## src/rtl/core/ptt_pkg.sv

```systemverilog
`default_nettype none
package ptt_pkg;

    localparam int PIX_W         = 8;
    localparam int COUNT_LIMIT   = 1024;
    localparam int COUNT_W       = $clog2(COUNT_LIMIT + 1);
    localparam int MAXD_W        = 10;
    localparam int CMP_W         = (COUNT_W > MAXD_W) ? COUNT_W : MAXD_W;
    localparam int FRACTION_BITS = 8;
    localparam int FRAC_W        = FRACTION_BITS + 1;
    localparam int NUM_W         = PIX_W + FRACTION_BITS;
    localparam int DIV_STEPS     = NUM_W;
    localparam int STEP_W        = $clog2(DIV_STEPS);
    localparam int STATUS_W      = 2;
    localparam int REG_IDX_W     = 2;
    localparam int CFG_W         = 10;

    localparam logic [REG_IDX_W-1:0] REG_THRESHOLD    = 2'd0;
    localparam logic [REG_IDX_W-1:0] REG_SEEK_DARK    = 2'd1;
    localparam logic [REG_IDX_W-1:0] REG_MAX_DISTANCE = 2'd2;

    localparam logic [PIX_W-1:0]  THRESHOLD_RST    = 8'd128;
    localparam logic              SEEK_DARK_RST    = 1'b1;
    localparam logic [MAXD_W-1:0] MAX_DISTANCE_RST = 10'd64;

    typedef enum logic [STATUS_W-1:0] {
        ST_FOUND        = 2'd0,
        ST_START_TARGET = 2'd1,
        ST_LEFT_FRAME   = 2'd2,
        ST_TOO_FAR      = 2'd3
    } ptt_status_t;

    typedef enum logic {
        S_IDLE,
        S_DIVIDE
    } ptt_state_t;

    // controller to datapath
    typedef struct packed {
        logic take;
        logic div_step;
        logic div_last;
    } ptt_cmd_t;

    // datapath to controller, decoded from the offered item
    typedef struct packed {
        logic emit_now;
        logic need_div;
    } ptt_stat_t;

endpackage
`default_nettype wire

```

## src/rtl/core/ptt_datapath.sv

```systemverilog
`default_nettype none
module ptt_datapath (
    input  logic                            clk,
    input  logic                            rst_n,
    input  logic                            cfg_we,
    input  logic [ptt_pkg::REG_IDX_W-1:0]   cfg_index,
    input  logic [ptt_pkg::CFG_W-1:0]       cfg_data,
    input  logic [ptt_pkg::PIX_W-1:0]       pixel,
    input  logic                            start_req,
    input  logic                            column_step,
    input  logic                            row_step,
    input  logic                            in_frame,
    input  ptt_pkg::ptt_cmd_t               cmd,
    output ptt_pkg::ptt_stat_t              stat,
    output logic [ptt_pkg::STATUS_W-1:0]    status,
    output logic [ptt_pkg::COUNT_W-1:0]     columns,
    output logic [ptt_pkg::COUNT_W-1:0]     rows,
    output logic [ptt_pkg::FRAC_W-1:0]      fraction
);
    import ptt_pkg::*;

    logic [PIX_W-1:0]   threshold_reg;
    logic               seek_dark_reg;
    logic [MAXD_W-1:0]  max_dist_reg;

    logic               walking_reg;
    logic [COUNT_W-1:0] col_cnt_reg;
    logic [COUNT_W-1:0] row_cnt_reg;
    logic [PIX_W-1:0]   inside_reg;

    ptt_status_t        status_reg;
    logic [COUNT_W-1:0] columns_reg;
    logic [COUNT_W-1:0] rows_reg;
    logic [FRAC_W-1:0]  fraction_reg;

    logic [NUM_W-1:0]   num_sh_reg;
    logic [PIX_W-1:0]   den_reg;
    logic [PIX_W-1:0]   rem_reg;
    logic [PIX_W-1:0]   rem_next;
    logic [NUM_W-1:0]   quo_reg;
    logic [NUM_W-1:0]   quo_next;
    logic               den_zero_reg;
    logic [PIX_W:0]     rem_sh;

    logic               target;
    logic               in_range;
    logic               fix_over;
    logic [COUNT_W-1:0] cols_fix;
    logic [COUNT_W-1:0] rows_fix;
    logic [COUNT_W:0]   col_sum;
    logic [COUNT_W:0]   row_sum;
    logic [COUNT_W-1:0] col_adv;
    logic [COUNT_W-1:0] row_adv;
    logic [PIX_W-1:0]   num;
    logic [PIX_W-1:0]   den;

    logic               res_emit;
    logic               res_div;
    logic               advance;
    logic               open_walk;
    ptt_status_t        res_status;
    logic [COUNT_W-1:0] res_cols;
    logic [COUNT_W-1:0] res_rows;

    assign target = seek_dark_reg ? (pixel < threshold_reg) : (pixel >= threshold_reg);

    assign in_range = (CMP_W'(col_cnt_reg) <= CMP_W'(max_dist_reg))
                   && (CMP_W'(row_cnt_reg) <= CMP_W'(max_dist_reg));

    // single-step fix: a zero count takes the ending point's move
    assign cols_fix = ((col_cnt_reg == '0) && column_step) ? COUNT_W'(1) : col_cnt_reg;
    assign rows_fix = ((row_cnt_reg == '0) && row_step) ? COUNT_W'(1) : row_cnt_reg;
    assign fix_over = (CMP_W'(cols_fix) > CMP_W'(max_dist_reg))
                   || (CMP_W'(rows_fix) > CMP_W'(max_dist_reg));

    assign col_sum = {1'b0, col_cnt_reg} + {{COUNT_W{1'b0}}, column_step};
    assign row_sum = {1'b0, row_cnt_reg} + {{COUNT_W{1'b0}}, row_step};
    assign col_adv = (col_sum > (COUNT_W+1)'(COUNT_LIMIT)) ? COUNT_W'(COUNT_LIMIT)
                                                           : col_sum[COUNT_W-1:0];
    assign row_adv = (row_sum > (COUNT_W+1)'(COUNT_LIMIT)) ? COUNT_W'(COUNT_LIMIT)
                                                           : row_sum[COUNT_W-1:0];

    assign num = (pixel >= threshold_reg) ? (pixel - threshold_reg) : (threshold_reg - pixel);
    assign den = (pixel >= inside_reg) ? (pixel - inside_reg) : (inside_reg - pixel);

    always_comb
    begin
        res_emit   = 1'b0;
        res_div    = 1'b0;
        advance    = 1'b0;
        open_walk  = 1'b0;
        res_status = ST_FOUND;
        res_cols   = '0;
        res_rows   = '0;
        if (start_req)
        begin
            if (!in_frame)
            begin
                res_emit   = 1'b1;
                res_status = ST_LEFT_FRAME;
            end
            else if (target)
            begin
                res_emit   = 1'b1;
                res_status = ST_START_TARGET;
            end
            else
            begin
                open_walk = 1'b1;
            end
        end
        else if (walking_reg)
        begin
            if (in_frame && in_range && !target)
            begin
                advance = 1'b1;
            end
            else
            begin
                res_cols = cols_fix;
                res_rows = rows_fix;
                if (!in_frame)
                begin
                    res_emit   = 1'b1;
                    res_status = ST_LEFT_FRAME;
                end
                else if (fix_over)
                begin
                    res_emit   = 1'b1;
                    res_status = ST_TOO_FAR;
                end
                else
                begin
                    res_div = 1'b1;
                end
            end
        end
    end

    assign stat.emit_now = res_emit;
    assign stat.need_div = res_div;

    // one restoring step: shift in the next numerator bit, subtract if it fits
    assign rem_sh = {rem_reg, num_sh_reg[NUM_W-1]};
    always_comb
    begin
        if (rem_sh >= {1'b0, den_reg})
        begin
            rem_next = PIX_W'(rem_sh - {1'b0, den_reg});
            quo_next = {quo_reg[NUM_W-2:0], 1'b1};
        end
        else
        begin
            rem_next = rem_sh[PIX_W-1:0];
            quo_next = {quo_reg[NUM_W-2:0], 1'b0};
        end
    end

    always_ff @(posedge clk or negedge rst_n)
    begin
        if (!rst_n)
        begin
            threshold_reg <= THRESHOLD_RST;
            seek_dark_reg <= SEEK_DARK_RST;
            max_dist_reg  <= MAX_DISTANCE_RST;
        end
        else if (cfg_we)
        begin
            unique case (cfg_index)
                REG_THRESHOLD:    threshold_reg <= cfg_data[PIX_W-1:0];
                REG_SEEK_DARK:    seek_dark_reg <= cfg_data[0];
                REG_MAX_DISTANCE: max_dist_reg  <= cfg_data[MAXD_W-1:0];
                default:          ;
            endcase
        end
    end

    always_ff @(posedge clk or negedge rst_n)
    begin
        if (!rst_n)
        begin
            walking_reg <= 1'b0;
            col_cnt_reg <= '0;
            row_cnt_reg <= '0;
            inside_reg  <= '0;
        end
        else if (cmd.take)
        begin
            if (start_req)
            begin
                walking_reg <= open_walk;
                col_cnt_reg <= '0;
                row_cnt_reg <= '0;
                if (open_walk)
                begin
                    inside_reg <= pixel;
                end
            end
            else if (walking_reg)
            begin
                if (advance)
                begin
                    col_cnt_reg <= col_adv;
                    row_cnt_reg <= row_adv;
                    inside_reg  <= pixel;
                end
                else
                begin
                    walking_reg <= 1'b0;
                end
            end
        end
    end

    always_ff @(posedge clk)
    begin
        if (cmd.take && (res_emit || res_div))
        begin
            status_reg   <= res_status;
            columns_reg  <= res_cols;
            rows_reg     <= res_rows;
            fraction_reg <= '0;
        end
        else if (cmd.div_last)
        begin
            fraction_reg <= den_zero_reg ? '0 : quo_next[FRAC_W-1:0];
        end
    end

    always_ff @(posedge clk)
    begin
        if (cmd.take && res_div)
        begin
            num_sh_reg   <= {num, {FRACTION_BITS{1'b0}}};
            den_reg      <= den;
            den_zero_reg <= (den == '0);
            rem_reg      <= '0;
            quo_reg      <= '0;
        end
        else if (cmd.div_step)
        begin
            num_sh_reg <= {num_sh_reg[NUM_W-2:0], 1'b0};
            rem_reg    <= rem_next;
            quo_reg    <= quo_next;
        end
    end

    assign status   = status_reg;
    assign columns  = columns_reg;
    assign rows     = rows_reg;
    assign fraction = fraction_reg;

endmodule
`default_nettype wire

```

## src/rtl/core/ptt_ctrl.sv

```systemverilog
`default_nettype none
module ptt_ctrl (
    input  logic                clk,
    input  logic                rst_n,
    input  logic                in_valid,
    output logic                in_ready,
    output logic                out_valid,
    input  logic                out_ready,
    input  ptt_pkg::ptt_stat_t  stat,
    output ptt_pkg::ptt_cmd_t   cmd
);
    import ptt_pkg::*;

    ptt_state_t         state_reg;
    ptt_state_t         state_next;
    logic [STEP_W-1:0]  step_reg;
    logic [STEP_W-1:0]  step_next;
    logic               out_valid_reg;
    logic               out_valid_next;
    logic               take;
    logic               last;

    assign take = in_valid && in_ready;
    assign last = (state_reg == S_DIVIDE) && (step_reg == '0);

    always_comb
    begin
        state_next = state_reg;
        step_next  = step_reg;
        unique case (state_reg)
            S_IDLE:
            begin
                if (take && stat.need_div)
                begin
                    state_next = S_DIVIDE;
                    step_next  = STEP_W'(DIV_STEPS - 1);
                end
            end
            S_DIVIDE:
            begin
                if (step_reg == '0)
                begin
                    state_next = S_IDLE;
                end
                else
                begin
                    step_next = step_reg - STEP_W'(1);
                end
            end
            default:
            begin
                state_next = S_IDLE;
            end
        endcase
    end

    always_comb
    begin
        in_ready     = (state_reg == S_IDLE) && (!out_valid_reg || out_ready);
        cmd.take     = take;
        cmd.div_step = (state_reg == S_DIVIDE);
        cmd.div_last = last;
        priority if ((take && stat.emit_now) || last)
        begin
            out_valid_next = 1'b1;
        end
        else if (out_ready)
        begin
            out_valid_next = 1'b0;
        end
        else
        begin
            out_valid_next = out_valid_reg;
        end
    end

    always_ff @(posedge clk or negedge rst_n)
    begin
        if (!rst_n)
        begin
            state_reg     <= S_IDLE;
            step_reg      <= '0;
            out_valid_reg <= 1'b0;
        end
        else
        begin
            state_reg     <= state_next;
            step_reg      <= step_next;
            out_valid_reg <= out_valid_next;
        end
    end

    assign out_valid = out_valid_reg;

endmodule
`default_nettype wire

```

## src/rtl/core/path_threshold_transition_finder_unit.sv

```systemverilog
// Channel   | Handshake            | Payload
// ----------+----------------------+--------------------------------------------------
// input     | in_valid / in_ready  | pixel, start_req, column_step, row_step, in_frame
// result    | out_valid / out_ready| status, columns, rows, fraction
// config    | cfg_we               | cfg_index, cfg_data
//
// A path pixel that opens or extends a walk, or comes with no walk open, gives no result.
// A result for a start point, a frame exit or an over-long walk is registered
// at its transfer. A found edge runs the 16-step restoring divider, one quotient
// bit a cycle, and its result is registered with the last quotient bit.
// Reset (rst_n low, asynchronous) closes any walk and loads the register defaults.
// in_ready drops while the divider runs and while a result waits unread.
`default_nettype none
module path_threshold_transition_finder_unit (
    input  logic                            clk,
    input  logic                            rst_n,
    // configuration writes
    input  logic                            cfg_we,
    input  logic [ptt_pkg::REG_IDX_W-1:0]   cfg_index,
    input  logic [ptt_pkg::CFG_W-1:0]       cfg_data,
    // path pixels
    input  logic                            in_valid,
    output logic                            in_ready,
    input  logic [ptt_pkg::PIX_W-1:0]       pixel,
    input  logic                            start_req,
    input  logic                            column_step,
    input  logic                            row_step,
    input  logic                            in_frame,
    // walk results
    output logic                            out_valid,
    input  logic                            out_ready,
    output logic [ptt_pkg::STATUS_W-1:0]    status,
    output logic [ptt_pkg::COUNT_W-1:0]     columns,
    output logic [ptt_pkg::COUNT_W-1:0]     rows,
    output logic [ptt_pkg::FRAC_W-1:0]      fraction
);
    import ptt_pkg::*;

    ptt_cmd_t  cmd;
    ptt_stat_t stat;

    // Sequence transfers, the divider steps and the result register's valid.
    ptt_ctrl u_ctrl (
        .clk       (clk),
        .rst_n     (rst_n),
        .in_valid  (in_valid),
        .in_ready  (in_ready),
        .out_valid (out_valid),
        .out_ready (out_ready),
        .stat      (stat),
        .cmd       (cmd)
    );

    // Hold the registers, the walk state, the divider and the result register.
    // The item on offer is decoded here; the controller only sees whether it
    // ends a walk at once or needs the crossing fraction.
    ptt_datapath u_datapath (
        .clk         (clk),
        .rst_n       (rst_n),
        .cfg_we      (cfg_we),
        .cfg_index   (cfg_index),
        .cfg_data    (cfg_data),
        .pixel       (pixel),
        .start_req   (start_req),
        .column_step (column_step),
        .row_step    (row_step),
        .in_frame    (in_frame),
        .cmd         (cmd),
        .stat        (stat),
        .status      (status),
        .columns     (columns),
        .rows        (rows),
        .fraction    (fraction)
    );

endmodule
`default_nettype wire

```

## config.mk

```make
export PLATFORM = sky130hd
export DESIGN_NAME = path_threshold_transition_finder_unit
export DESIGN_NICKNAME = d
export VERILOG_FILES = /design/src/rtl/core/ptt_pkg.sv /design/src/rtl/core/ptt_datapath.sv /design/src/rtl/core/ptt_ctrl.sv /design/src/rtl/core/path_threshold_transition_finder_unit.sv
export SDC_FILE = /design/constraint.sdc
export NUM_CORES = 1
export LEC_CHECK = 0
export BUFFER_PORTS_ARGS = -buffer_cell sky130_fd_sc_hd__buf_2
export CAP_MARGIN = 20
export CORE_AREA = 2 2 168 88
export CTS_CLUSTER_DIAMETER = 120
export DETAILED_ROUTE_END_ITERATION = 16
export DIE_AREA = 0 0 170 90
export HOLD_SLACK_MARGIN = 0.15
export PLACE_DENSITY = 0.79
export SLEW_MARGIN = 5
export SYNTH_ARGS = -nofsm -noshare
export SYNTH_HDL_FRONTEND = slang
export SYNTH_SLANG_ARGS = --single-unit
```

## constraint.sdc

```tcl
create_clock -name clk -period 4.55 [get_ports clk]
set_clock_uncertainty 0.2 [all_clocks]
set_input_delay 0.2275 -clock clk [delete_from_list [all_inputs] [get_ports clk]]
set_output_delay 0.2275 -clock clk [all_outputs]
set_load 0.1 [all_outputs]
```

# Word level (Yosys, flattened, before mapping)
# Cells that the tools add are included.
# word_totals
mem_bits_rw	0
reg_bits	122
rom_bits	0
latchBits	0
memories	0
inputBits	29
wordCells	135
out_inout_bits	35
# op_classes
n_addsub	8
n_shift	0
n_lt_le_gt_ge	10
eq_ne	5
mux	58
multipliers	0
n_reduce_logical	33
n_div	0
bitwise	2
# op_table
op	n
11-bit two-way mux	10
8-bit two-way mux	7
8-bit subtractor	5
16-bit two-way mux	2
1-bit two-way mux	28
11-bit by 1-bit adder with 12-bit output	2
12-bit by 11-bit > comparator with 1-bit output, second input constant	2
11-bit by 10-bit > comparator with 1-bit output	2
11-bit by 10-bit less-or-equal comparator with 1-bit output	2
11-bit zero test	2
8-bit >= comparator	2
2-bit two-way mux	6
1-bit logical AND	11
9-bit by 8-bit >= comparator with 1-bit output	1
9-bit two-way mux	1
8-bit zero test	1
8-bit < comparator	1
4-bit two-way mux	2
4-bit one-hot mux with 2 select lines	1
2-bit AND reduction	4
2-bit nonzero test	4
4-bit zero test	1
1-bit logical OR	4
2-bit by 1-bit != test with 1-bit output, second input constant	2
11 further kinds	13

# Logic depth before layout (Yosys ltp)
# depth
depth_word	13
ltp_mapped	13
mapped_depth_nobuf	12

# Hierarchy
# From an unflattened synthesis, not the netlist that was laid out.
# unflattened
cells_unflattened	859
area_unflattened_um2	8266.7
# by_module_without_submodules
module	seq_area_each_um2	cells_per_inst	area_per_inst_um2	instances
ptt_datapath	2986.6	825	7906.3	1
ptt_ctrl	150.1	34	360.3	1

# Least setup slack after synthesis
# No wires, ideal clock.
# synth_timing
kind	register to register
startpoint	register u_ctrl.out_valid_reg (netlist: u_ctrl.out_valid)
endpoint	register u_datapath.columns_reg[0] (netlist: u_datapath.columns[0]), enable pin
setup_time_ns	0.395
path_stages_with_launch	7
t_required_ns	3.955
n_path_buf	1
arrival_ns	3.813
path_slack_ns	0.142
period_less_slack_ns	4.408
path_cell_list	dfrtp_1 > nor2b_1 > nor2_1 > nand3_1 > a2111o_1 > buf_2 > o21ai_2
# synth_via
elab_chain_len	5
# synth_rtl
item	line	source
start, declared	ptt_ctrl.sv:18	logic out_valid_reg;
start signal, assigned	ptt_ctrl.sv:89	out_valid_reg <= out_valid_next;
1-bit zero test	ptt_ctrl.sv:59	in_ready = (state_reg == S_IDLE) && (!out_valid_reg || out_ready);
1-bit logical OR	ptt_ctrl.sv:59	
1-bit logical AND	ptt_ctrl.sv:59	
named net in_ready	path_threshold_transition_finder_unit.sv:23	output logic in_ready,
1-bit logical AND	ptt_ctrl.sv:23	assign take = in_valid && in_ready;
1-bit logical AND	ptt_datapath.sv:217	if (cmd.take && (res_emit || res_div))
end signal, assigned	ptt_datapath.sv:220	columns_reg <= res_cols;
end, declared	ptt_datapath.sv:32	logic [COUNT_W-1:0] columns_reg;
# The timed path passes the listed nets, and every way through them passes these cells.
# A chain may end at the register's enable or synchronous reset.

# Worst setup path in the final report
# layout_timing
startpoint	register u_datapath.col_cnt_reg[4]
endpoint	register u_datapath.columns_reg[5] (netlist: u_datapath.columns[5]), enable pin
# layout_via
elab_chain_len	12
elab_cells_between_ends	21
classes_between	order compare: 2; mux: 11; reduce/logical: 8
# layout_rtl
item	line	source
start, declared	ptt_datapath.sv:27	logic [COUNT_W-1:0] col_cnt_reg;
start signal, assigned	ptt_datapath.sv:203	col_cnt_reg <= col_adv;
11-bit zero test	ptt_datapath.sv:71	assign cols_fix = ((col_cnt_reg == '0) && column_step) ? COUNT_W'(1) : col_cnt_reg;
1-bit logical AND	ptt_datapath.sv:71	
11-bit two-way mux	ptt_datapath.sv:71	
11-bit by 10-bit > comparator with 1-bit output	ptt_datapath.sv:73	assign fix_over = (CMP_W'(cols_fix) > CMP_W'(max_dist_reg))
1-bit logical OR	ptt_datapath.sv:74	|| (CMP_W'(rows_fix) > CMP_W'(max_dist_reg));
1-bit two-way mux	ptt_datapath.sv:127	else if (fix_over)
1-bit two-way mux	ptt_datapath.sv:122	if (!in_frame)
1-bit two-way mux	ptt_datapath.sv:114	if (in_frame && in_range && !target)
1-bit two-way mux	ptt_datapath.sv:112	else if (walking_reg)
1-bit two-way mux	ptt_datapath.sv:95	if (start_req)
1-bit logical OR *	ptt_datapath.sv:217	
1-bit logical AND *	ptt_datapath.sv:217	
# Every way passes the cells marked *; elsewhere a longest branch is shown, timed or not.

==> results.py <==
metrics = {
    "status": {
        "status": "complete, no violations",
    },
    "drt": {
        "vias_per_cell": 6.006,
        "vias": 6841,
        "wirelength_mm": 21.13,
        "first_pass_iters": 5,
        "drcViolationCount": 0,
        "postRouteAntennaNets": 0,
        "drt_iter0_drc": 738,
        "wl_per_cell_um": 18.55,
    },
    "timing": {
        "drv_slew": 0,
        "setup_tns_ns": 0,
        "rsz0062_at_grt": "false",
        "max_freq_mhz": 242.1,
        "hold_viol_final": 0,
        "finalCritPeriodShare_pct": 90.79,
        "setup_violations": 0,
        "layout_min_cycle_time_ns": 4.131,
        "worst_pin_slew_ns": 1.009,
        "holdWs_ns": 0.2846,
        "slew_headroom_pct": 32.51,
    },
    "finish": {
        "num_antenna_cells": 0,
        "final_cells": 1139,
        "drive_gt1_share_pct": 15.24,
        "fillers": 1047,
        "final-seq-area_um2": 3137,
        "fin_nets": 1063,
        "area_growth_pct": 18.21,
        "multi_input_area_um2": 4487,
    },
    "global_route": {
        "grt_usage_pct": 28.49,
        "grt_pass1_vias": 6468,
        "grt_max_degree": 57,
        "grt_overflow": 0,
        "antenna_found_initial": 1,
        "grt_first_pass_wirelength_mm": 34.03,
    },
    "floorplan": {
        "row_count": 31,
        "die_area_um2": 15300,
        "start_util_pct": 58.16,
        "die_x_um": 170,
        "core_um2": 13960,
        "die_h_um": 90,
        "io-pin-count": 64,
    },
    "clocking": {
        "ctsHtreeMaxLevel": 4,
        "worstSkewPairLatency_ns": 0.42,
        "clockBufferDepth": 2,
        "cts_tree": "built",
        "path_clk_slew_ns": 0.06,
        "cts_buffers": 17,
        "clockRootBuffer": "clkbuf_16",
        "clock-sinks": 122,
        "post_cts_buffers": 0,
    },
    "logic_synthesis": {
        "synth.distinct_cells": 75,
        "syn_area_um2": 8122,
        "synth_area_leaders": "dfrtp_1 (16%), edfxtp_1 (15%), ha_1 (13%), dfxtp_1 (6.2%), nand2_1 (3.4%)",
        "syn_nets": 985,
        "synth-main-ff-cell": "dfrtp_1",
        "synth.most_common_cell": "ha_1",
        "synth_common_cells": "ha_1 (84), nand2_1 (74), inv_1 (68)",
        "seq_area_frac_synth_pct": 38.62,
        "synth-seq-cells": 122,
        "ys.warnings.count": 0,
        "netlist.area_leader.share_pct": 16.33,
        "synthCells": 867,
        "async_flop_share_pct": 45.90,
        "synth_edf_count": 41,
        "syn_area_per_cell_um2": 9.367,
        "synth_top_area_cell": "dfrtp_1",
    },
    "worst_setup_path": {
        "worstPathRequired_ns": 4.39,
        "critPathLaunchType": "flip-flop",
        "worstPathMaxFanout": 33,
        "reg2reg_to": "u_datapath.columns[5]$_SDFFCE_PP0P_",
        "critical-path-slowest-cell": "a2111oi_0",
        "r2r_slack_ns": 0.42,
        "rr_worst_depth": 9,
        "timing.rr.start": "u_datapath.col_cnt_reg[4]$_DFFE_PN0P_",
        "critPathMaxStageDelay_ns": 0.84,
        "critical_path_class": "reg2reg",
        "cp.arrival_ns": 3.97,
        "worstPathCellList": "nor4_1, a41oi_1, ha_1, nand3b_1, a21oi_1, a2111oi_0, o22ai_1, a2111o_1, o21ai_4",
        "end_kind": "flip-flop",
    },
    "flow_run": {
        "cap_violations": 0,
    },
    "min_path": {
        "holdCritStartpoint": "u_datapath.quo_reg[1]$_SDFFE_PP0P_",
        "hold_path_class": "reg2reg",
        "holdPathStages": 2,
        "min_to": "u_datapath.quo_reg[1]$_SDFFE_PP0P_",
    },
    "pwr": {
        "p_leak_nw": 4.470,
        "p_per_area_nw_per_um2": 515.1,
        "total_power_w": 0.004945,
        "max-vdd-ir-drop_mv": 0.2560,
    },
    "place": {
        "port_buffers": 63,
        "placedCellCount": 1062,
        "gp_congestion": 0.9519,
        "dpl.hpwl_mm": 14.51,
    },
}
cells in the final DEF, fill, tap and decap left out, drive strengths merged, types with 41 or more instances in the layout:
cell type    Yosys  final
a21oi           45     45
buf             12     74
dfrtp           53     53
dlygate4sd3      0     45
edfxtp          41     41
ha              84     84
inv             68     75
nand2           75     75
nor2            50     50
o21ai           52     52
worst max path at each step:
| stage | from | to |
|---|---|---|
| floorplan | u_ctrl.out_valid$_DFFE_PN0P_ | u_datapath.columns[0]$_SDFFCE_PP0P_ |
| global placement | u_datapath.col_cnt_reg[8]$_DFFE_PN0P_ | u_datapath.rows[10]$_SDFFCE_PP0P_ |
| detailed placement | u_datapath.col_cnt_reg[8]$_DFFE_PN0P_ | u_datapath.rows[8]$_SDFFCE_PP0P_ |
| CTS | pixel[0] | u_datapath.den_zero_reg$_DFFE_PP_ |
| global route | u_datapath.col_cnt_reg[6]$_DFFE_PN0P_ | u_datapath.columns[5]$_SDFFCE_PP0P_ |
| finish | u_datapath.col_cnt_reg[4]$_DFFE_PN0P_ | u_datapath.columns[5]$_SDFFCE_PP0P_ |
cells by family after synthesis:
group | count (synthesis) | synth area share, %
xor gates and xnor gates | 22 | 2.372
DFF | 122 | 38.62
muxes | 39 | 5.099
buffers and inverters | 129 | 6.224
AOI/OAI and AO/OA | 193 | 15.91
and+or+nand+nor | 273 | 17.59
adders and majority gates | 89 | 14.17
metal layers:
layer	vias up	global-route usage, %	wire length [um]
met2	326	39.66	8709
met1	3244	42.92	10210
met3	28	9.027	1970
li1	3241	-	-
met4	2	6.553	228
met5	-	0	13
repair_timing:
item,CTS,global route
endpoints found under the hold margin,88,0
gates resized for setup,0,0
hold buffers,45,0
final cells by class:
cell class / count / area share, %
Timing Repair Buffer: 119 / 8.836
Tap cell: 181 / 2.359
Multi-Input combinational cell: 616 / 46.74
Clock inverter: 9 / 0.8211
Inverter: 69 / 2.698
Clock buffer: 23 / 5.878
Sequential cell: 122 / 32.67
critical path: cells and delay by family (launching register included):
family / cells / cell delay, ns
simple gates: 2 / 0.22
flops: 1 / 0.61
fa+ha+maj: 1 / 0.18
compound gates: 6 / 2.52
where the power goes:
part           leakage [nW]  internal [W]  total (W)  switching, W
Clock                 0.318      0.000891    0.00145      0.000563
Sequential             1.29       0.00140    0.00154      0.000144
Combinational          2.86      0.000705    0.00195       0.00124
per-stage QoR:
step | instance area (um2) | worst slack [ns] | util, %
3_5_place_dp | 8507 | 0.6222 | 60.92
2_1_floorplan | 8122 | 0.1424 | -
5_1_grt | 9600 | 0.2370 | 68.75
4_1_cts | 9600 | 0.5786 | 68.75
3_3_place_gp | 8507 | 0.7080 | 60.92
6_report | 9600 | 0.4190 | 68.75
Note: power is estimated with default switching activity, not from simulation.
